**src/hw/rtl/mac_share_modular_alu_macros.svh**
```systemverilog
// Assertion macros shared by the modular share ALU.
// Each macro expects signals named clk and rst_n in the scope where it is used.
`ifndef MAC_SHARE_MODULAR_ALU_MACROS_SVH
`define MAC_SHARE_MODULAR_ALU_MACROS_SVH

// The consequent must hold in the same cycle as the antecedent.
`define MSMA_ASSERT_SAME(label, ante, cons) \
    label: assert property (@(posedge clk) disable iff (!rst_n) (ante) |-> (cons)) \
        else $error("mac_share_modular_alu: same-cycle check failed");

// The consequent must hold in the cycle after the antecedent.
`define MSMA_ASSERT_NEXT(label, ante, cons) \
    label: assert property (@(posedge clk) disable iff (!rst_n) (ante) |=> (cons)) \
        else $error("mac_share_modular_alu: next-cycle check failed");

`endif

```
**src/hw/rtl/msma_pkg.sv**
```systemverilog
package msma_pkg;

    localparam int ELEM_W     = 23;
    localparam int CONST_W    = 24;
    localparam int PARTY_W    = 8;
    localparam int NUM_PARTS  = 3;
    localparam int PROD_W     = 2 * ELEM_W;
    localparam int SUM_W      = PROD_W + 2;
    localparam int RES_W      = ELEM_W + 2;
    localparam int PRE_SHIFT  = ELEM_W - 1;
    localparam int HI_W       = SUM_W - PRE_SHIFT;
    localparam int POST_SHIFT = SUM_W - PRE_SHIFT;
    localparam int MU_W       = 26;
    localparam int BAR_PROD_W = HI_W + MU_W;
    localparam int QUOT_W     = BAR_PROD_W - POST_SHIFT;
    localparam int QQ_W       = QUOT_W + ELEM_W;

    localparam int PART_VALUE  = 0;
    localparam int PART_MAC    = 1;
    localparam int PART_OFFSET = 2;

    localparam int CFG_ADDR_W = 3;
    localparam int CFG_DATA_W = 32;

    localparam longint unsigned MODULUS_L = 64'd8380417;

    localparam logic [ELEM_W-1:0] MODULUS     = ELEM_W'(MODULUS_L);
    localparam logic [ELEM_W-1:0] ONE         = ELEM_W'(1);
    localparam logic [ELEM_W-1:0] MINUS_ONE   = ELEM_W'(MODULUS_L - 64'd1);
    localparam logic [MU_W-1:0]   BARRETT_MU  = MU_W'((64'd1 << SUM_W) / MODULUS_L);
    localparam logic [PARTY_W-1:0] ACTIVE_PARTY = PARTY_W'(1);

    typedef enum logic [2:0] {
        OP_ADD       = 3'd0,
        OP_SUB       = 3'd1,
        OP_ADD_CONST = 3'd2,
        OP_MUL_CONST = 3'd3,
        OP_BEAVER    = 3'd4
    } op_t;

    typedef enum logic [0:0] {
        REG_PARTY_INDEX = 1'b0
    } reg_idx_t;

    typedef logic [ELEM_W-1:0] elem_t;
    typedef logic [SUM_W-1:0]  sum_t;

    typedef elem_t [NUM_PARTS-1:0] share_t;
    typedef sum_t  [NUM_PARTS-1:0] share_sum_t;

    // One part of a share is computed as a1*b1 + a2*b2 + a3*b3 + addend mod Q.
    typedef struct packed {
        elem_t a1;
        elem_t b1;
        elem_t a2;
        elem_t b2;
        elem_t a3;
        elem_t b3;
        elem_t addend;
    } terms_t;

    typedef terms_t [NUM_PARTS-1:0] share_terms_t;

    function automatic elem_t reduce_once(input elem_t x);
        elem_t r;
        r = (x >= MODULUS) ? elem_t'(x - MODULUS) : x;
        return r;
    endfunction

endpackage

```
**src/hw/rtl/msma_red.sv**
```systemverilog
module msma_red
    import msma_pkg::*;
(
    input  logic       clk,
    input  logic       rst_n,
    input  logic       en,
    input  logic       valid_in,
    input  share_sum_t sums,
    output logic       valid_out,
    output share_t     result
);

    localparam logic [RES_W-1:0] Q_RES     = RES_W'(MODULUS);
    localparam logic [RES_W-1:0] TWO_Q_RES = RES_W'(2 * MODULUS_L);

    logic [BAR_PROD_W-1:0] bar_prod   [NUM_PARTS];
    logic [QUOT_W-1:0]     quot_next  [NUM_PARTS];
    logic [QUOT_W-1:0]     quot_reg   [NUM_PARTS];
    logic [RES_W-1:0]      low_a_reg  [NUM_PARTS];
    logic [QQ_W-1:0]       qq_full    [NUM_PARTS];
    logic [RES_W-1:0]      qq_reg     [NUM_PARTS];
    logic [RES_W-1:0]      low_b_reg  [NUM_PARTS];
    logic [RES_W-1:0]      rem_raw    [NUM_PARTS];
    logic [RES_W-1:0]      rem_mid    [NUM_PARTS];
    logic [RES_W-1:0]      rem_fin    [NUM_PARTS];
    share_t                result_next;
    share_t                result_reg;
    logic                  quot_valid_reg;
    logic                  qq_valid_reg;
    logic                  result_valid_reg;

    // Barrett estimate: the quotient is at most two below the true one,
    // so the remainder stays under 3Q and fits in RES_W bits.
    always_comb
    begin
        for (int p = 0; p < NUM_PARTS; p++)
        begin
            bar_prod[p]  = BAR_PROD_W'(sums[p][SUM_W-1:PRE_SHIFT]) * BAR_PROD_W'(BARRETT_MU);
            quot_next[p] = bar_prod[p][BAR_PROD_W-1:POST_SHIFT];
            qq_full[p]   = QQ_W'(quot_reg[p]) * QQ_W'(MODULUS);
        end
    end

    always_comb
    begin
        for (int p = 0; p < NUM_PARTS; p++)
        begin
            rem_raw[p]     = low_b_reg[p] - qq_reg[p];
            rem_mid[p]     = (rem_raw[p] >= TWO_Q_RES) ? rem_raw[p] - TWO_Q_RES : rem_raw[p];
            rem_fin[p]     = (rem_mid[p] >= Q_RES) ? rem_mid[p] - Q_RES : rem_mid[p];
            result_next[p] = rem_fin[p][ELEM_W-1:0];
        end
    end

    always_ff @(posedge clk or negedge rst_n)
    begin
        if (!rst_n)
        begin
            quot_valid_reg   <= 1'b0;
            qq_valid_reg     <= 1'b0;
            result_valid_reg <= 1'b0;
        end
        else if (en)
        begin
            quot_valid_reg   <= valid_in;
            qq_valid_reg     <= quot_valid_reg;
            result_valid_reg <= qq_valid_reg;
        end
    end

    always_ff @(posedge clk)
    begin
        if (en)
        begin
            for (int p = 0; p < NUM_PARTS; p++)
            begin
                quot_reg[p]  <= quot_next[p];
                low_a_reg[p] <= sums[p][RES_W-1:0];
                qq_reg[p]    <= qq_full[p][RES_W-1:0];
                low_b_reg[p] <= low_a_reg[p];
            end
            result_reg <= result_next;
        end
    end

    assign valid_out = result_valid_reg;
    assign result    = result_reg;

endmodule

```
**config.mk**
```make
export PLATFORM = sky130hd
export DESIGN_NAME = msma_red
export DESIGN_NICKNAME = d
export VERILOG_FILES = /design/src/hw/rtl/mac_share_modular_alu_macros.svh /design/src/hw/rtl/msma_pkg.sv /design/src/hw/rtl/msma_red.sv
export SDC_FILE = /design/constraint.sdc
export NUM_CORES = 2
export LEC_CHECK = 0
export BUFFER_PORTS_ARGS = -buffer_cell sky130_fd_sc_hd__buf_4
export CAP_MARGIN = 15
export CORE_MARGIN = 10
export CORE_UTILIZATION = 40
export CTS_CLUSTER_SIZE = 20
export DETAILED_ROUTE_END_ITERATION = 8
export PLACE_DENSITY_LB_ADDON = 0.08
export SETUP_SLACK_MARGIN = 0.4
export SYNTH_ARGS = -nofsm -noshare
export SYNTH_HDL_FRONTEND = slang
export SYNTH_SLANG_ARGS = --single-unit
```
**constraint.sdc**
```tcl
create_clock -name clk -period 6.2 [get_ports clk]
set_input_delay 1.24 -clock clk [delete_from_list [all_inputs] [get_ports clk]]
set_output_delay 1.24 -clock clk [all_outputs]
set_load 0.05 [all_outputs]
```
# Word level (Yosys, flattened, before mapping)
# Memories as Yosys holds them, arrays and structs flattened.
# Index checks and enable logic that the tools add are counted.
[totals]
reg_bits = 72
mem_bits_rw = 303
in_bits = 148
out_inout_bits = 70
wordCells = 39
n_memories = 4
[classes]
n_addsub = 9
multipliers = 6
n_lt_le_gt_ge = 6
n_mux = 8
[mem_list]
columns = ["name", "words", "word_bits", "read_ports", "rd_ports_with_merged_regs", "wr", "line", "source"]
rows = [
  ["quot_reg", 3, 26, 3, 0, 3, "msma_red.sv:18", "logic [QUOT_W-1:0] quot_reg [NUM_PARTS];"],
  ["low_a_reg", 3, 25, 3, 0, 3, "msma_red.sv:19", "logic [RES_W-1:0] low_a_reg [NUM_PARTS];"],
  ["low_b_reg", 3, 25, 3, 0, 3, "msma_red.sv:22", "logic [RES_W-1:0] low_b_reg [NUM_PARTS];"],
  ["qq_reg", 3, 25, 3, 0, 3, "msma_red.sv:21", "logic [RES_W-1:0] qq_reg [NUM_PARTS];"],
]
[op_table]
columns = ["cell", "n"]
rows = [
  ["multiplier 26 x 24 -> 50 bit, second input constant", 3],
  ["multiplier 26 x 23 -> 25 bit, second input constant", 3],
  [">= comparator 25 x 23 -> 1 bit, second input constant", 3],
  [">= comparator 25 x 24 -> 1 bit, second input constant", 3],
  ["two-way mux 25 bit", 3],
  ["subtractor 25 x 24 -> 25 bit, second input constant", 3],
  ["subtractor 25 bit", 3],
  ["two-way mux 23 bit", 3],
  ["subtractor 23 bit, second input constant", 3],
  ["two-way mux 1 bit", 2],
]

# Logic depth before layout (Yosys ltp)
# An unclocked memory read counts as a cell.
[depth]
word_depth = 6
mapped_depth = 24

# Worst setup path before layout
# No wires, ideal clock.
[synth_timing]
path_type = "input-to-reg"
start = "in sums[132] (netlist bit)"
end = "mem quot_reg[0][70] (netlist bit), data pin"
setup_ns = 0.258
arrival_time_ns = 6.200
required_time_ns = 5.942
slack_ns = -0.257
path_stages = 23
path_buffers = 0
path_cell_list = "fa_1 -> ha_1 -> inv_1 -> fa_1 -> inv_1 -> ha_1 -> ha_1 -> a21o_1 -> a21oi_1 -> o22ai_1 -> o21ai_0 -> o311ai_0 -> a221oi_1 -> o21a_1 -> o21ai_0 -> a41oi_1 -> o21ai_0 -> o41ai_1 -> nor2_1 -> o21a_1 -> o21a_1 -> nor2_1 -> xnor2_1"
[synth_rtl]
columns = ["item", "line", "source"]
rows = [
  ["from (decl)", "msma_red.sv:8", "input share_sum_t sums,"],
  ["to (decl)", "msma_red.sv:18", ""],
]

==> out/results.txt <==
Std-Cell Rows - 111
Antenna-violating nets left - 0
Least-Margin Pin Slew - 0.872 ns
Number of synthesized register bits - 372
Worst Setup SP - sums[84]
GPL Wtd Cong - 0.850
Area delta synth->final - 18.3%
Syn Nets - 4517
Total I/O pin count - 218
Post-synth EDFFs - 369
Footprint of the multi-input gates - 24600 sq um
Syn Std Cell Area - 37000 sq um
Vias in the first global route - 26300
Deepest clock path buffer count - 3
Final nets - 4910
CP max-delay cell - fa_1
DR vias/cell - 5.12
First-pass GRT wire length - 144000 um
Worst Min Path Start - low_a_reg[0][53]
Grt total ovfl - 0
Mapped Cells - 3481
CTS tree - done
Final Cycle Share - 91.4%
# clock sinks - 372
Crit path DAT - 5.99 ns
Initial Util - 40.3%
Count of final max-slew check failures - 0
Post-CTS Hold Buffers - 0
Worst r2r src - qq_reg[0][25]
Worst hold margin - 0.396 ns
Clk pin slew, worst setup/hold paths - 0.06 ns
Hold Path Class - reg2reg
Fraction of layout cells with a size suffix above 1 - 16.8%
Largest net degree at the start of global routing - 113
Wire per inst - 17.6 um
CP Class - in2reg
CP Capture Type - flip-flop
Die Width - 324 um
Fmax achieved - 177 MHz
Clk Latency, worst-skew pair - 0.59 ns
Worst Skew - 0.0336 ns
RSZ-0062 raised after global routing - true
Slew margin rel. - 41.9%
CTS root buf - clkbuf_16
Core Region - 91700 sq um
CP cell instances - buf_6 -> fa_1 -> ha_1 -> inv_2 -> fa_1 -> inv_2 -> ha_4 -> ha_4 -> and3_4 -> nand3_2 -> nor2_2 -> a211o_1 -> o211ai_1 -> a21oi_2 -> o211ai_1 -> a21oi_2 -> a211o_1 -> and2_4 -> a221o_1 -> a221o_1 -> a21oi_2 -> o21bai_4 -> nand4_1 -> xnor2_1
Syn. warnings - 0
Fin Setup TNS - 0 ns
Fin. Hold Viols - 0
Initial antenna violation count - 1
CTS Buf Count - 43
Fill cells - 8683
Port buffer count - 217
Worst Path Buf+Inv - 3
WL final - 89700 um
Worst Path Required - 6.52 ns
MaxCap Viol Count - 0
Distinct cell type count after synthesis - 103
Total vias in the final route - 26100
Sequential fraction of the synthesis area - 30.2%
Status - complete, no violations
Setup crit start kind - input pin
Die Y - 324 um
1st-iter DRT viols - 1474
Htree depth - 2
DR DRC count - 0
Number of diodes - 0
Final setup fails - 0
Pre-antenna DRT Iters - 5
Critical Path Max Stage Delay - 0.48 ns
Most used DFF post-synth - edfxtp_1
Post-synth ARST share - 0.806%
Crit Path Max Fanout - 6
Die Area - 105000 sq um
Period minus WS final - 5.66 ns
Reg area - 11200 sq um
GR Util All Layers - 17.1%
Most used cell, CP - a21oi_2
DP HPWL - 74500 um
Mapped Avg Cell Area - 10.6 sq um
CP top delay family - compound AO/OA/AOI/OAI gates
[Yosys cell counts (all sizes together) (8+ instances only)]
library cell  instances  area share, %
nand3                69           0.96
o31a                  8           0.19
and3                 33           0.56
nor2b                28           0.48
or2                  20           0.34
a211o                15           0.36
nand2b               27           0.46
a21o                 77            1.6
nor4                 14           0.25
nand4                29           0.49
clkbuf               42           0.43
and4                  9           0.21
o2111ai              11           0.28
a211oi               28           0.64
o21ai               110            1.5
or3                  24           0.41
fa                  246             13
o211ai               19           0.39
mux2i                13           0.35
a31oi                27           0.46
a221o                 9           0.24
xor2                 54            1.3
o22ai                 9           0.15
ha                  642             22
a311oi               10           0.25
and2                 32           0.54
o21a                 34           0.69
a21boi               10           0.20
xnor2               190            4.5
buf                  13           0.18
nor2                178            1.8
edfxtp              369             30
o31ai                22           0.47
nor3b                 9           0.18
mux2                 10           0.31
a2111oi              10           0.25
nor3                 71            1.0
nand2               146            1.5
o21bai               23           0.47
a21oi               154            2.1
inv                 510            5.2
[cells in the final DEF (no fill, tap or decap), types with 22 or more instances in the layout]
cell type,instances
ha_1,611
inv_1,503
buf_4,391
edfxtp_1,369
fa_1,243
xnor2_1,184
nor2_1,176
nand2_1,144
a21oi_1,137
o21ai_0,89
a21o_1,75
nor3_1,67
nand3_1,64
xor2_1,53
clkbuf_16,45
o21a_1,34
and3_1,31
and2_1,30
nand4_1,29
nor2b_1,27
a31oi_1,25
nand2b_1,25
ha_4,24
or3_1,23
o21bai_1,22
[metal layers]
layer / vias to the layer above / GRT usage, % / part of all wire [%]
li1: 13200 / - / -
met2: 379 / 27.4 / 46
met4: 2 / 3.26 / 1.6
met3: 83 / 2.14 / 3.3
met1: 12400 / 24.7 / 49
met5: - / 0 / 0.014
[cells by family after synthesis]
group	count (synthesis)	synth area share [%]
adder cells (fa/ha/maj)	888	35.1
AND/OR/NAND/NOR	722	9.97
AO/OA/AOI/OAI	667	12.5
buffers and inverters	565	5.79
flip-flops	372	30.2
XOR/XNOR	244	5.78
multiplexers	23	0.667
[area by class of cell]
type                    instances  share of cell area, %
well taps                    1186                   3.39
inverters                     510                   4.38
repair buffers                402                   7.06
multi-input cells            2545                   56.2
clock inverters                25                  0.798
clock buffers                  53                   2.64
flip-flops and latches        372                   25.5
[through the flow]
stage / utilization [%] / area, sq um / setup slack [ns] / instances
floorplan: - / 37100 / 0.211 / 3481
global placement: 45.1 / 41300 / -0.195 / 5000
detailed placement: 45.1 / 41300 / -0.275 / 5000
CTS: 46.9 / 42900 / 0.401 / 5083
global route: 47.7 / 43700 / 0.285 / 5093
finish: 47.7 / 43700 / 0.535 / 5093
[path summary, 6_finish.rpt]
check                              endpoint  slack [ns]  cells after the start
max in group asynchronous         valid_out        5.67                      1
hold / removal             low_b_reg[0][53]        0.40                      0
min in group asynchronous      qq_valid_reg        0.44                      1
hold reg to reg            low_b_reg[0][53]        0.40                      0
setup / recovery            quot_reg[0][50]        0.54                     24
setup reg to reg                 result[41]        0.63                     17
[timing repair]
action / CTS / global route
setup endpoints to repair: 37 / 79
resized for setup: 16 / 114
cloned: 1 / 0
pin swaps: 11 / 93
buffers inserted: 4 / 10
Power is left out: the tool's default activity adds up to more than one toggle a clock period on the data nets, which glitch-free logic cannot reach.
