**src/hw/rtl/mac_share_modular_alu_macros.svh**
```systemverilog
// Assertion macros shared by the modular share ALU.
// Each macro expects signals named clk and rst_n in the scope where it is used.
`ifndef MAC_SHARE_MODULAR_ALU_MACROS_SVH
`define MAC_SHARE_MODULAR_ALU_MACROS_SVH

// The consequent must hold in the same cycle as the antecedent.
`define MSMA_ASSERT_SAME(label, ante, cons) \
    label: assert property (@(posedge clk) disable iff (!rst_n) (ante) |-> (cons)) \
        else $error("mac_share_modular_alu: same-cycle check failed");

// The consequent must hold in the cycle after the antecedent.
`define MSMA_ASSERT_NEXT(label, ante, cons) \
    label: assert property (@(posedge clk) disable iff (!rst_n) (ante) |=> (cons)) \
        else $error("mac_share_modular_alu: next-cycle check failed");

`endif

```
**src/hw/rtl/msma_pkg.sv**
```systemverilog
package msma_pkg;

    localparam int ELEM_W     = 23;
    localparam int CONST_W    = 24;
    localparam int PARTY_W    = 8;
    localparam int NUM_PARTS  = 3;
    localparam int PROD_W     = 2 * ELEM_W;
    localparam int SUM_W      = PROD_W + 2;
    localparam int RES_W      = ELEM_W + 2;
    localparam int PRE_SHIFT  = ELEM_W - 1;
    localparam int HI_W       = SUM_W - PRE_SHIFT;
    localparam int POST_SHIFT = SUM_W - PRE_SHIFT;
    localparam int MU_W       = 26;
    localparam int BAR_PROD_W = HI_W + MU_W;
    localparam int QUOT_W     = BAR_PROD_W - POST_SHIFT;
    localparam int QQ_W       = QUOT_W + ELEM_W;

    localparam int PART_VALUE  = 0;
    localparam int PART_MAC    = 1;
    localparam int PART_OFFSET = 2;

    localparam int CFG_ADDR_W = 3;
    localparam int CFG_DATA_W = 32;

    localparam longint unsigned MODULUS_L = 64'd8380417;

    localparam logic [ELEM_W-1:0] MODULUS     = ELEM_W'(MODULUS_L);
    localparam logic [ELEM_W-1:0] ONE         = ELEM_W'(1);
    localparam logic [ELEM_W-1:0] MINUS_ONE   = ELEM_W'(MODULUS_L - 64'd1);
    localparam logic [MU_W-1:0]   BARRETT_MU  = MU_W'((64'd1 << SUM_W) / MODULUS_L);
    localparam logic [PARTY_W-1:0] ACTIVE_PARTY = PARTY_W'(1);

    typedef enum logic [2:0] {
        OP_ADD       = 3'd0,
        OP_SUB       = 3'd1,
        OP_ADD_CONST = 3'd2,
        OP_MUL_CONST = 3'd3,
        OP_BEAVER    = 3'd4
    } op_t;

    typedef enum logic [0:0] {
        REG_PARTY_INDEX = 1'b0
    } reg_idx_t;

    typedef logic [ELEM_W-1:0] elem_t;
    typedef logic [SUM_W-1:0]  sum_t;

    typedef elem_t [NUM_PARTS-1:0] share_t;
    typedef sum_t  [NUM_PARTS-1:0] share_sum_t;

    // One part of a share is computed as a1*b1 + a2*b2 + a3*b3 + addend mod Q.
    typedef struct packed {
        elem_t a1;
        elem_t b1;
        elem_t a2;
        elem_t b2;
        elem_t a3;
        elem_t b3;
        elem_t addend;
    } terms_t;

    typedef terms_t [NUM_PARTS-1:0] share_terms_t;

    function automatic elem_t reduce_once(input elem_t x);
        elem_t r;
        r = (x >= MODULUS) ? elem_t'(x - MODULUS) : x;
        return r;
    endfunction

endpackage

```
**src/hw/rtl/msma_prep.sv**
```systemverilog
module msma_prep
    import msma_pkg::*;
(
    input  logic                      clk,
    input  logic                      rst_n,
    input  logic                      en,
    input  logic                      valid_in,
    input  logic [2:0]                req_type,
    input  share_t                    first,
    input  share_t                    second,
    input  share_t                    third,
    input  logic signed [CONST_W-1:0] const_one,
    input  elem_t                     const_two,
    input  logic [PARTY_W-1:0]        party_index,
    output logic                      valid_out,
    output share_terms_t              terms
);

    share_t                    f_red;
    share_t                    s_red;
    share_t                    t_red;
    logic signed [CONST_W:0]   c1_ext;
    logic signed [CONST_W:0]   c1_minus_q;
    logic signed [CONST_W:0]   c1_plus_q;
    logic signed [CONST_W:0]   c1_plus_2q;
    logic signed [CONST_W:0]   q_ext;
    elem_t                     c1_red;
    elem_t                     c1_neg;
    elem_t                     c2_red;
    elem_t                     c1_active;
    logic                      party_active;
    share_terms_t              terms_next;
    logic                      valid_reg;
    share_terms_t              terms_reg;

    always_comb
    begin
        for (int p = 0; p < NUM_PARTS; p++)
        begin
            f_red[p] = reduce_once(first[p]);
            s_red[p] = reduce_once(second[p]);
            t_red[p] = reduce_once(third[p]);
        end

        q_ext      = signed'({2'b00, MODULUS});
        c1_ext     = {const_one[CONST_W-1], const_one};
        c1_minus_q = c1_ext - q_ext;
        c1_plus_q  = c1_ext + q_ext;
        c1_plus_2q = c1_plus_q + q_ext;

        if (!const_one[CONST_W-1])
        begin
            c1_red = c1_minus_q[CONST_W] ? c1_ext[ELEM_W-1:0] : c1_minus_q[ELEM_W-1:0];
        end
        else
        begin
            c1_red = c1_plus_q[CONST_W] ? c1_plus_2q[ELEM_W-1:0] : c1_plus_q[ELEM_W-1:0];
        end

        c1_neg       = MODULUS - c1_red;
        c2_red       = reduce_once(const_two);
        party_active = (party_index == ACTIVE_PARTY);
        c1_active    = party_active ? c1_red : '0;

        terms_next = '0;
        case (op_t'(req_type))
            OP_ADD:
            begin
                for (int p = 0; p < NUM_PARTS; p++)
                begin
                    terms_next[p].a1 = f_red[p];
                    terms_next[p].b1 = ONE;
                    terms_next[p].a2 = s_red[p];
                    terms_next[p].b2 = ONE;
                end
            end
            OP_SUB:
            begin
                for (int p = 0; p < NUM_PARTS; p++)
                begin
                    terms_next[p].a1 = f_red[p];
                    terms_next[p].b1 = ONE;
                    terms_next[p].a2 = s_red[p];
                    terms_next[p].b2 = MINUS_ONE;
                end
            end
            OP_ADD_CONST:
            begin
                for (int p = 0; p < NUM_PARTS; p++)
                begin
                    terms_next[p].a1 = f_red[p];
                    terms_next[p].b1 = ONE;
                end
                terms_next[PART_VALUE].addend  = c1_active;
                terms_next[PART_OFFSET].addend = c1_neg;
            end
            OP_MUL_CONST:
            begin
                for (int p = 0; p < NUM_PARTS; p++)
                begin
                    terms_next[p].a1 = f_red[p];
                    terms_next[p].b1 = c1_red;
                end
            end
            OP_BEAVER:
            begin
                for (int p = 0; p < NUM_PARTS; p++)
                begin
                    terms_next[p].a1     = f_red[p];
                    terms_next[p].b1     = c2_red;
                    terms_next[p].a2     = s_red[p];
                    terms_next[p].b2     = c1_red;
                    terms_next[p].b3     = c2_red;
                    terms_next[p].addend = t_red[p];
                end
                // The public product eps*delta goes into the value on party 1
                // and is taken from the offset on every party.
                terms_next[PART_VALUE].a3  = c1_active;
                terms_next[PART_OFFSET].a3 = c1_neg;
            end
            default:
            begin
                terms_next = '0;
            end
        endcase
    end

    always_ff @(posedge clk or negedge rst_n)
    begin
        if (!rst_n)
        begin
            valid_reg <= 1'b0;
        end
        else if (en)
        begin
            valid_reg <= valid_in;
        end
    end

    always_ff @(posedge clk)
    begin
        if (en)
        begin
            terms_reg <= terms_next;
        end
    end

    assign valid_out = valid_reg;
    assign terms     = terms_reg;

endmodule

```
**config.mk**
```make
export PLATFORM = sky130hd
export DESIGN_NAME = msma_prep
export DESIGN_NICKNAME = d
export VERILOG_FILES = /design/src/hw/rtl/mac_share_modular_alu_macros.svh /design/src/hw/rtl/msma_pkg.sv /design/src/hw/rtl/msma_prep.sv
export SDC_FILE = /design/constraint.sdc
export NUM_CORES = 1
export LEC_CHECK = 0
export BUFFER_PORTS_ARGS = -buffer_cell sky130_fd_sc_hd__clkbuf_2
export CAP_MARGIN = 40
export CORE_AREA = 2 2 295 297
export DETAILED_ROUTE_END_ITERATION = 10
export DIE_AREA = 0 0 297 299
export SYNTH_ARGS = -nofsm -noshare
export SYNTH_HDL_FRONTEND = slang
export SYNTH_SLANG_ARGS = --single-unit
```
**constraint.sdc**
```tcl
create_clock -name clk -period 1.3 [get_ports clk]
set_clock_uncertainty 0.2 [all_clocks]
set_input_delay 0 -clock clk [delete_from_list [all_inputs] [get_ports clk]]
set_output_delay 0 -clock clk [all_outputs]
set_load 0.05 [all_outputs]
```
==> Word level (Yosys, flattened, before mapping) <==
Index checks and enable logic that the tools add are counted.
{ "op_classes": {"n_addsub": 14, "order_cmp": 10, "eq_ne": 5, "n_mux": 22, "n_reduce_logical": 2} }
{ "ops": {"columns": ["operator", "n"], "rows": [
  ["one-hot mux 46 bit (3 select lines)", 6],
  ["two-way mux 23 bit", 14],
  ["greater-or-equal comparator 23 bit, second input constant", 10],
  ["subtractor 23 bit, second input constant", 10],
  ["one-hot mux 23 bit (2 select lines)", 2],
  ["adder 24 x 24 -> 25 bit, second input constant", 1],
  ["subtractor 24 x 24 -> 25 bit, second input constant", 1],
  ["adder 23 x 14 -> 23 bit, second input constant", 1],
  ["subtractor 23 bit, first input constant", 1],
  ["equality test 8 x 1 -> 1 bit, second input constant", 1],
  ["equality test 3 x 2 -> 1 bit, second input constant", 2],
  ["equality test 3 x 1 -> 1 bit, second input constant", 1],
  ["equality test 3 bit, second input constant", 1],
  ["logical NOT 3 bit", 1],
  ["OR reduction 3 bit", 1]
]} }
{ "word_totals": {"reg_bits": 415, "input_bits": 269, "out_inout_bits": 484, "wordCells": 72} }

==> Depth between registers and ports, before layout <==
Gate-level depths: netlist of run 1.
{ "logic_depth": {"depth_word": 6, "depth_mapped": 14, "ltp_nobuf": 12} }

==> Worst setup path before layout of run 1 <==
OpenSTA, ideal clock, no wires.
{ "synth_timing": {"path_type": "in2reg", "start": "input const_one[5]", "end": "register terms_reg (netlist bit terms[343]), data pin", "setup_time_ns": 0.261, "arrival_time_ns": 3.068, "required_ns": 0.839, "setup_slack_ns": -2.229, "stages": 11, "n_path_buf": 2, "path_cell_list": "buf_6 or3_4 or4_4 o31ai_4 nand2_2 mux2_4 or4_1 buf_2 or4_4 a22oi_1 nand3_1"} }
{ "synth_rtl": {"columns": ["element", "line_no", "source"], "rows": [
  ["start, declared", "msma_prep.sv:12", "input logic signed [CONST_W-1:0] const_one,"],
  ["end signal, assigned", "msma_prep.sv:144", "terms_reg <= terms_next;"],
  ["end, declared", "msma_prep.sv:34", "share_terms_t terms_reg;"]
]} }

==> impl_metrics.csv, run 1 <==
group,metric,value,unit
outcome,status,"finished, violations left",
outcome,violations,"hold timing, setup timing",
critical_path,crit_buf_inv,3,
job,maxCapViolations,0,
synthesis,synth_cell_types,74,
placement,io_buffers,729,
synthesis,yosys-top-cells-area,"edfxtp_1 53%, buf_4 6.7%, nor2_1 4.2%",
sta,fmax,353,MHz
critical_path,path_delay_family,"simple AND/OR/NAND/NOR gates",
finish,fill_cells,7665,
global_routing,grt_pass1_wl,126,mm
synthesis,synth.avg_cell_area,10.6,um^2
critical_path,crit_path_frequent_cell,"nand3b_1",
critical_path,path_cells,"clkbuf_2, dlygate4sd3_1, or4_4, or3_4, nor4_4, nand3b_1, o21a_2, nand3b_1, buf_4, nor3_2, xnor2_1, nor2_1",
critical_path,reg2reg_depth,1,
clock_tree,cts-root-buf,"clkbuf_16",
clock_tree,cts_tree,"yes",
worst_hold_path,hp-class,"in2reg",
route,firstDrtPassIters,5,
finish,largest_reg_flops,322,
global_routing,grt_use_total,19.0,%
synthesis,synth-seq-cells,323,
route,wl_per_cell,22.0,um
die,dieArea,88800,um^2
global_routing,grt_pass1_vias,19200,
finish,regArea,9690,um^2
power,ir_drop,838,uV
critical_path,criticalPathCategory,"in2reg",
route,ant_nets,0,
finish,fin_util,45.0,%
synthesis,synthFlopType,"edfxtp_1",
sta,rsz0062_at_grt,"yes",
synthesis,synth.top_cell.area_share,53.2,%
critical_path,end_kind,"flop",
sta,finalHoldViolations,56,
synthesis,synth_xor_area_share,5.93,%
clock_tree,clk_pin_slew,60,ps
synthesis,synth.most_common_cell,"edfxtp_1",
sta,fin_crit_sh,218,%
worst_hold_path,hp-start,"second[31]",
critical_path,slowest_delay,560,ps
critical_path,required,1420,ps
clock_tree,cts_buffers,41,
global_routing,antenna_found_initial,17,
die,dieHeight,299,um
critical_path,cp_max_fo,6,
global_routing,grt_overflow_total,0,
critical_path,worstSetupStartpointType,"input port",
synthesis,synth_top_area_cell,"edfxtp_1",
clock_tree,h-tree-depth,2,
synthesis,ys_async_sr_fraction,0.310,%
clock_tree,clock_path_buffers,3,
placement,place.gp.congestion,0.921,
worst_hold_path,worstHoldEndpoint,"terms[265]",
sta,hold_slack,-184,ps
die,core,85900,um^2
clock_tree,clk_latency,550,ps
critical_path,timing.rr.start,"valid_out",
die,start_util,21.1,%
critical_path,rr_endpoint,"valid_out",
finish,syn_to_final_growth,113,%
synthesis,yosys-top-cells-count,"322 x edfxtp_1, 204 x nor2_1, 161 x buf_4",
synthesis,synth_edf_count,322,
sta,relSlewSlack,54.6,%
sta,period_needed,2830,ps
sta,setup_viol,771,
finish,multi_input_area,10300,um^2
route,drt_iter0_drc,1212,
placement,dpl.hpwl,68.9,mm
synthesis,synth.cell_area,18200,um^2
placement,dpl_cell_area,27500,um^2
power,p_leak,16.0,nW
power,power.density,960,nW/um^2
route,drt_wl_total,97.7,mm
sta,setup_slack,-1530,ps
die,die_w,297,um
die,ioPinCount,753,
synthesis,ys_seq_area_share,53.3,%
critical_path,worst-path-stages,12,
die,placementRows,108,
route,via_per_inst,4.53,
critical_path,r2r_setup_slack,350,ps
critical_path,critPathArrivalTime,2950,ps
worst_hold_path,min_path_cells,5,
sta,tightestPinTransition,675,ps
synthesis,synth_top_family_by_area,"simple AND/OR/NAND/NOR gates",
synthesis,yosysWarnings,0,
synthesis,synthAdderAreaFrac,1.86,%
finish,postLayoutCellArea,38700,um^2
synthesis,synth_compound_area_share,8.61,%
synthesis,yosys.area_share.simple,20.1,%
finish,nets,3543,
finish,drive_gt1_share,61.7,%
global_routing,grt_max_degree,37,
critical_path,cp_slowest_cell,"dlygate4sd3_1",
route,drc,0,
sta,slew_violations,0,
route,num_vias,20100,
synthesis,synth.area.mux_share,1.05,%
synthesis,syn_inst,1715,
clock_tree,cts_sinks,323,
[timing repair]
item                       CTS  global route
buffers inserted            67           124
cloned                       2             1
hold endpoints to repair   585           134
pin swaps                   89           264
setup endpoints to repair  777           783
hold buffers               241            85
resized for setup          260          2349
[worst max path at each step]
stage | startpoint | endpoint | slack [ps]
after floorplan | const_one[5] | terms[343] | -2030
after global placement | const_one[1] | terms[343] | -2100
after detailed placement | const_one[1] | terms[343] | -2090
after CTS | const_one[9] | terms[343] | -1440
after global routing | second[4] | terms[100] | -1600
final | second[4] | terms[102] | -1530
[placed cells by master (no fill, tap or decap), types with 11 or more instances in the layout]
cell | synthesis | layout
a21oi_2 | 0 | 26
a21oi_4 | 0 | 19
and2_1 | 72 | 34
and2_4 | 0 | 38
buf_12 | 0 | 38
buf_4 | 161 | 529
buf_6 | 1 | 615
buf_8 | 0 | 25
clkbuf_16 | 0 | 44
clkbuf_2 | 0 | 242
conb_1 | 1 | 23
dlygate4sd3_1 | 0 | 241
edfxtp_1 | 322 | 322
ha_1 | 27 | 22
inv_1 | 44 | 42
nand2_1 | 115 | 73
nand2_2 | 1 | 24
nand2_4 | 0 | 15
nand3_1 | 38 | 22
nand3b_1 | 12 | 12
nand4_1 | 34 | 34
nor2_1 | 204 | 134
nor2_2 | 0 | 34
nor2_4 | 0 | 36
nor3_1 | 58 | 25
nor3_2 | 0 | 19
nor3_4 | 0 | 14
nor4_4 | 0 | 21
o21ai_0 | 47 | 13
o21ai_1 | 1 | 19
o21ai_2 | 0 | 11
o21bai_1 | 14 | 11
o22ai_1 | 35 | 25
or3_1 | 36 | 19
or3_4 | 1 | 18
or4_4 | 2 | 23
xnor2_1 | 81 | 48
xnor2_2 | 0 | 30
xor2_1 | 42 | 27
[layer usage]
layer	up-vias	track usage [%]	wire length (um)
met4	12	9.09	4850
met5	-	0	85
li1	9134	-	-
met2	874	30.8	47000
met3	252	5.11	6980
met1	9843	23.5	38800
[area by class of cell]
class                      instances  share of cell area, %
inverter                          45                  0.456
multi-input combinational       1141                   26.5
clock buffer                      46                   2.76
antenna                            9                 0.0582
clock inverter                    25                  0.731
tap                             1155                   3.74
sequential                       323                   25.1
timing repair buffer            1695                   40.7
[through the flow]
stage	total power, W	instances	hold WS, ps	setup TNS (ps)	setup slack, ps
6_report	0.0371	4439	-184	-341320	-1530
3_5_place_dp	0.0222	3968	-423	-401380	-2090
4_1_cts	0.0349	4340	-237	-388740	-1440
2_1_floorplan	0.0186	1737	-496	-274310	-2030
5_1_grt	0.0382	4439	-184	-375900	-1600
3_3_place_gp	0.0222	3968	-425	-397100	-2100
[where the power goes]
group | total, W | switching (W) | internal (W)
clock network | 0.0117 | 0.00481 | 0.00690
logic | 0.0124 | 0.00741 | 0.00501
registers | 0.0130 | 0.000661 | 0.0123
[kinds of logic after synthesis]
group                    Yosys count
XOR/XNOR                         123
adder cells (fa/ha/maj)           27
flip-flops                       323
AND/OR/NAND/NOR                  707
other                              1
multiplexers                      18
buffers and inverters            274
AO/OA/AOI/OAI                    242
Power figures use the tool's default switching activity.
==> inputs of run 2 (changes only) <==
--- a/config.mk
+++ b/config.mk
@@ -7,9 +7,10 @@
 export LEC_CHECK = 0
 export BUFFER_PORTS_ARGS = -buffer_cell sky130_fd_sc_hd__clkbuf_2
 export CAP_MARGIN = 40
-export CORE_AREA = 2 2 295 297
+export CORE_AREA = 2 2 290 292
 export DETAILED_ROUTE_END_ITERATION = 10
-export DIE_AREA = 0 0 297 299
+export DIE_AREA = 0 0 292 294
+export SKIP_CTS_REPAIR_TIMING = 1
 export SYNTH_ARGS = -nofsm -noshare
 export SYNTH_HDL_FRONTEND = slang
 export SYNTH_SLANG_ARGS = --single-unit
==> impl_metrics.csv, run 2 (synthesis results as in run 1) <==
group,metric,value,unit
finish,largest_reg_flops,322,
sta,hold_slack,-160,ps
die,core,82900,um^2
finish,fill_cells,7967,
die,die_w,292,um
route,ant_nets,0,
route,drt_wl_total,88.7,mm
finish,syn_to_final_growth,82.9,%
placement,dpl_cell_area,27100,um^2
clock_tree,clock_path_buffers,3,
global_routing,grt_pass1_wl,114,mm
power,p_leak,14.1,nW
critical_path,criticalPathCategory,"in2reg",
clock_tree,cts_buffers,43,
sta,rsz0062_at_grt,"yes",
route,wl_per_cell,20.9,um
finish,nets,3421,
sta,slew_violations,0,
placement,io_buffers,729,
route,via_per_inst,4.53,
finish,postLayoutCellArea,33200,um^2
global_routing,grt_use_total,18.1,%
global_routing,grt_overflow_total,0,
die,dieHeight,294,um
clock_tree,h-tree-depth,2,
critical_path,required,1400,ps
finish,drive_gt1_share,55.2,%
power,power.density,1050,nW/um^2
clock_tree,cts_sinks,323,
global_routing,antenna_found_initial,6,
power,ir_drop,807,uV
clock_tree,clk_pin_slew,60,ps
route,num_vias,19200,
die,start_util,21.9,%
critical_path,cp_max_fo,5,
critical_path,end_kind,"flop",
sta,period_needed,2800,ps
route,drt_iter0_drc,1220,
sta,setup_viol,783,
route,drc,0,
global_routing,grt_pass1_vias,16900,
critical_path,worstSetupStartpointType,"input port",
sta,fmax,357,MHz
power,total_power,0.0348,W
clock_tree,cts_tree,"yes",
outcome,status,"finished, violations left",
worst_hold_path,hp-class,"in2reg",
die,ioPinCount,753,
route,firstDrtPassIters,7,
sta,finalHoldViolations,68,
die,dieArea,85800,um^2
clock_tree,cts-root-buf,"clkbuf_16",
outcome,violations,"hold timing, setup timing",
job,maxCapViolations,0,
sta,fin_crit_sh,215,%
critical_path,critPathArrivalTime,2900,ps
clock_tree,clk_latency,550,ps
sta,setup_slack,-1500,ps
global_routing,grt_max_degree,46,
finish,final_cell_mix,"717 x clkbuf_2, 476 x buf_4, 322 x edfxtp_1, 240 x dlygate4sd3_1, 172 x nor2_1",
placement,dpl.hpwl,67.8,mm
sta,relSlewSlack,54.5,%
die,placementRows,106,
finish,final_common_cell,"clkbuf_2",
sta,tightestPinTransition,678,ps
placement,place.gp.congestion,0.905,
-- run 2: cell count changes in the layout (fill, tap and decap cells not counted), moves of 11 or more --
| cell | delta |
|---|---|
| buf_8 | -15 |
| xnor2_1 | +13 |
| and2_4 | -21 |
| nor2_4 | -23 |
| xnor2_2 | -13 |
| nand2_2 | -11 |
| buf_6 | -523 |
| clkbuf_2 | +475 |
| and2_1 | +21 |
| nor2_2 | -15 |
| a21oi_1 | +12 |
| buf_4 | -53 |
| nor2_1 | +38 |
-- run 2: worst paths after layout --
check                             start          to  slack [ps]  cells past startpoint
hold / removal               second[26]  terms[260]        -160                      4
setup / recovery           const_one[1]  terms[343]       -1500                     13
min in group asynchronous         rst_n   valid_out          80                      3
setup reg to reg              valid_out   valid_out         340                      1
max in group asynchronous         rst_n   valid_out         710                      3
hold reg to reg               valid_out   valid_out         330                      1
-- run 2: per-layer routing --
metal  routed length (um)  GRT usage, %  vias to the layer above
li1                     -             -                     8891
met1                37900          24.4                     9308
met2                41800          29.1                      833
met3                 5970          3.73                      170
met4                 2890          5.41                        8
met5                   50             0                        -
-- run 2: final cells by class --
cell class	instances	area, um^2	area share (%)
Inverter	45	176	0.531
Clock buffer	49	1100	3.30
Multi-Input combinational cell	1141	9200	27.7
Sequential cell	323	9690	29.2
Tap cell	1080	1350	4.06
Clock inverter	27	244	0.734
Timing Repair Buffer	1571	11500	34.5
Antenna cell	3	7.51	0.0226
-- run 2: per-stage QoR --
stage,hold WS (ps),cells,utilization (%),worst slack [ps],setup TNS (ps)
2_1_floorplan,-496,1737,-,-2030,-274310
3_3_place_gp,-425,3847,32.7,-2090,-399150
3_5_place_dp,-419,3847,32.7,-2120,-400820
4_1_cts,-1040,3923,34.3,-1520,-289520
5_1_grt,-175,4237,40.1,-1600,-414490
6_report,-160,4239,40.1,-1500,-370690
-- run 2: critical path, stage by stage --
cell	delay, ps
buf_8	90
ha_4	150
nand4_1	140
buf_4	190
nor4_4	280
o31ai_2	120
nor4_2	290
buf_4	190
o211ai_1	120
or4_4	590
or4_4	460
a22oi_1	190
nand3_1	100
-- run 2: report_power, final --
part | switching (W) | leakage, nW | internal [W]
combinational | 0.00703 | 10.3 | 0.00334
sequential | 0.000451 | 3.10 | 0.0123
clock | 0.00483 | 0.642 | 0.00684
==> inputs of run 3 (changes only) <==
--- a/config.mk
+++ b/config.mk
@@ -5,7 +5,7 @@
 export SDC_FILE = /design/constraint.sdc
 export NUM_CORES = 1
 export LEC_CHECK = 0
-export BUFFER_PORTS_ARGS = -buffer_cell sky130_fd_sc_hd__clkbuf_2
+export BUFFER_PORTS_ARGS = -buffer_cell sky130_fd_sc_hd__buf_2
 export CAP_MARGIN = 40
 export CORE_AREA = 2 2 290 292
 export DETAILED_ROUTE_END_ITERATION = 10
==> impl_metrics.csv, run 3 (synthesis results as in run 1) <==
group,metric,value,unit
sta,setup_viol,783,
sta,relSlewSlack,61.9,%
critical_path,cp_slowest_cell,"or4_4",
route,firstDrtPassIters,5,
sta,setup-tns-final,-383720,ps
job,maxCapViolations,0,
critical_path,cp_max_fo,5,
sta,period_needed,2950,ps
finish,final_common_cell,"buf_2",
sta,setup_slack,-1650,ps
power,power.density,1030,nW/um^2
power,total_power,0.0346,W
die,dieArea,85800,um^2
clock_tree,h-tree-depth,2,
global_routing,grt_max_degree,36,
placement,dpl.hpwl,66.8,mm
sta,slew_violations,0,
clock_tree,cts_sinks,323,
critical_path,path_delay_family,"simple AND/OR/NAND/NOR gates",
clock_tree,cts_buffers,43,
finish,nets,3428,
die,ioPinCount,753,
clock_tree,cts-root-buf,"clkbuf_16",
route,drt_wl_total,88.3,mm
power,p_leak,14.0,nW
critical_path,end_kind,"flop",
global_routing,grt_pass1_wl,113,mm
critical_path,slowest_delay,560,ps
placement,place.gp.congestion,0.901,
route,ant_nets,0,
critical_path,worstSetupStartpointType,"input port",
route,via_per_inst,4.56,
critical_path,crit_buf_inv,1,
route,drc,0,
global_routing,antenna_found_initial,21,
die,dieHeight,294,um
die,placementRows,106,
finish,postLayoutCellArea,33500,um^2
critical_path,required,1520,ps
critical_path,crit_path_frequent_cell,"or4_4",
clock_tree,clock_path_buffers,3,
outcome,violations,"hold timing, setup timing",
worst_hold_path,hp-class,"in2reg",
clock_tree,clk_pin_slew,60,ps
sta,rsz0062_at_grt,"yes",
clock_tree,clk_latency,570,ps
global_routing,grt_pass1_vias,16900,
die,core,82900,um^2
sta,tightestPinTransition,568,ps
die,die_w,292,um
placement,place_ws,-2120,ps
finish,final_cell_mix,"716 x buf_2, 454 x buf_4, 322 x edfxtp_1, 239 x dlygate4sd3_1, 167 x nor2_1",
finish,drive_gt1_share,55.3,%
critical_path,criticalPathCategory,"in2reg",
route,wl_per_cell,20.8,um
placement,dpl_cell_area,27000,um^2
sta,finalHoldViolations,82,
finish,fin_util,40.5,%
global_routing,grt_overflow_total,0,
sta,hold_slack,-230,ps
die,start_util,21.9,%
route,drt_iter0_drc,1140,
placement,io_buffers,729,
sta,fin_crit_sh,227,%
power,ir_drop,807,uV
clock_tree,cts_tree,"yes",
critical_path,path_cells,"buf_8, or3_4, or4_4, o31ai_4, nand2_2, mux2_4, or4_4, or4_4, a2111o_1, nand3_1",
sta,fmax,338,MHz
critical_path,r2r_setup_slack,350,ps
global_routing,grt_use_total,17.9,%
critical_path,critPathArrivalTime,3180,ps
finish,syn_to_final_growth,84.6,%
finish,largest_reg_flops,322,
route,num_vias,19400,
outcome,status,"finished, violations left",
## run 3: changes by cell type in the layout (fill, tap and decap cells not counted), sizes merged
cell	change
nand3	-1
bufinv	-1
inv	-1
dlygate4sd3	-1
clkbuf	-711
diode	+8
buf	+726
clkinv	-2
clkinvlp	-4
## run 3: cell type report
type,count,area (um^2)
antenna,11,27.5
clock buffer,55,1120
clock inverter,19,178
fill,7963,49300
inverter,45,181
multi-input combinational,1140,9280
sequential,323,9690
tap,1080,1350
timing repair buffer,1579,11700
## run 3: final timing paths
| check | to | startpoint | cells after the start |
|---|---|---|---|
| min in group asynchronous | valid_out | rst_n | 3 |
| hold / removal | terms[311] | first[32] | 4 |
| max in group asynchronous | valid_out | rst_n | 3 |
| setup / recovery | terms[343] | const_one[3] | 10 |
| setup reg to reg | valid_out | valid_out | 1 |
| hold reg to reg | valid_out | valid_out | 1 |
## run 3: per-layer routing
metal  GRT usage (%)  wire, um  up-vias
met5               0        57        -
met4            6.89      3060       10
met3            4.52      5980      181
met2            28.6     41900      840
met1            23.1     37300     9440
li1                -         -     8916
## run 3: where the power goes
part / total [W] / switching [W] / internal (W) / leakage [nW]
sequential: 0.0127 / 0.000389 / 0.0123 / 3.10
combinational: 0.0106 / 0.00708 / 0.00348 / 10.3
clock: 0.0113 / 0.00467 / 0.00666 / 0.635
## run 3: stage by stage
| stage | hold WS, ps | cells |
|---|---|---|
| 6_report | -230 | 4252 |
| 5_1_grt | -219 | 4247 |
| 4_1_cts | -1060 | 3904 |
| 3_5_place_dp | -424 | 3830 |
| 3_3_place_gp | -426 | 3830 |
| 2_1_floorplan | -496 | 1737 |
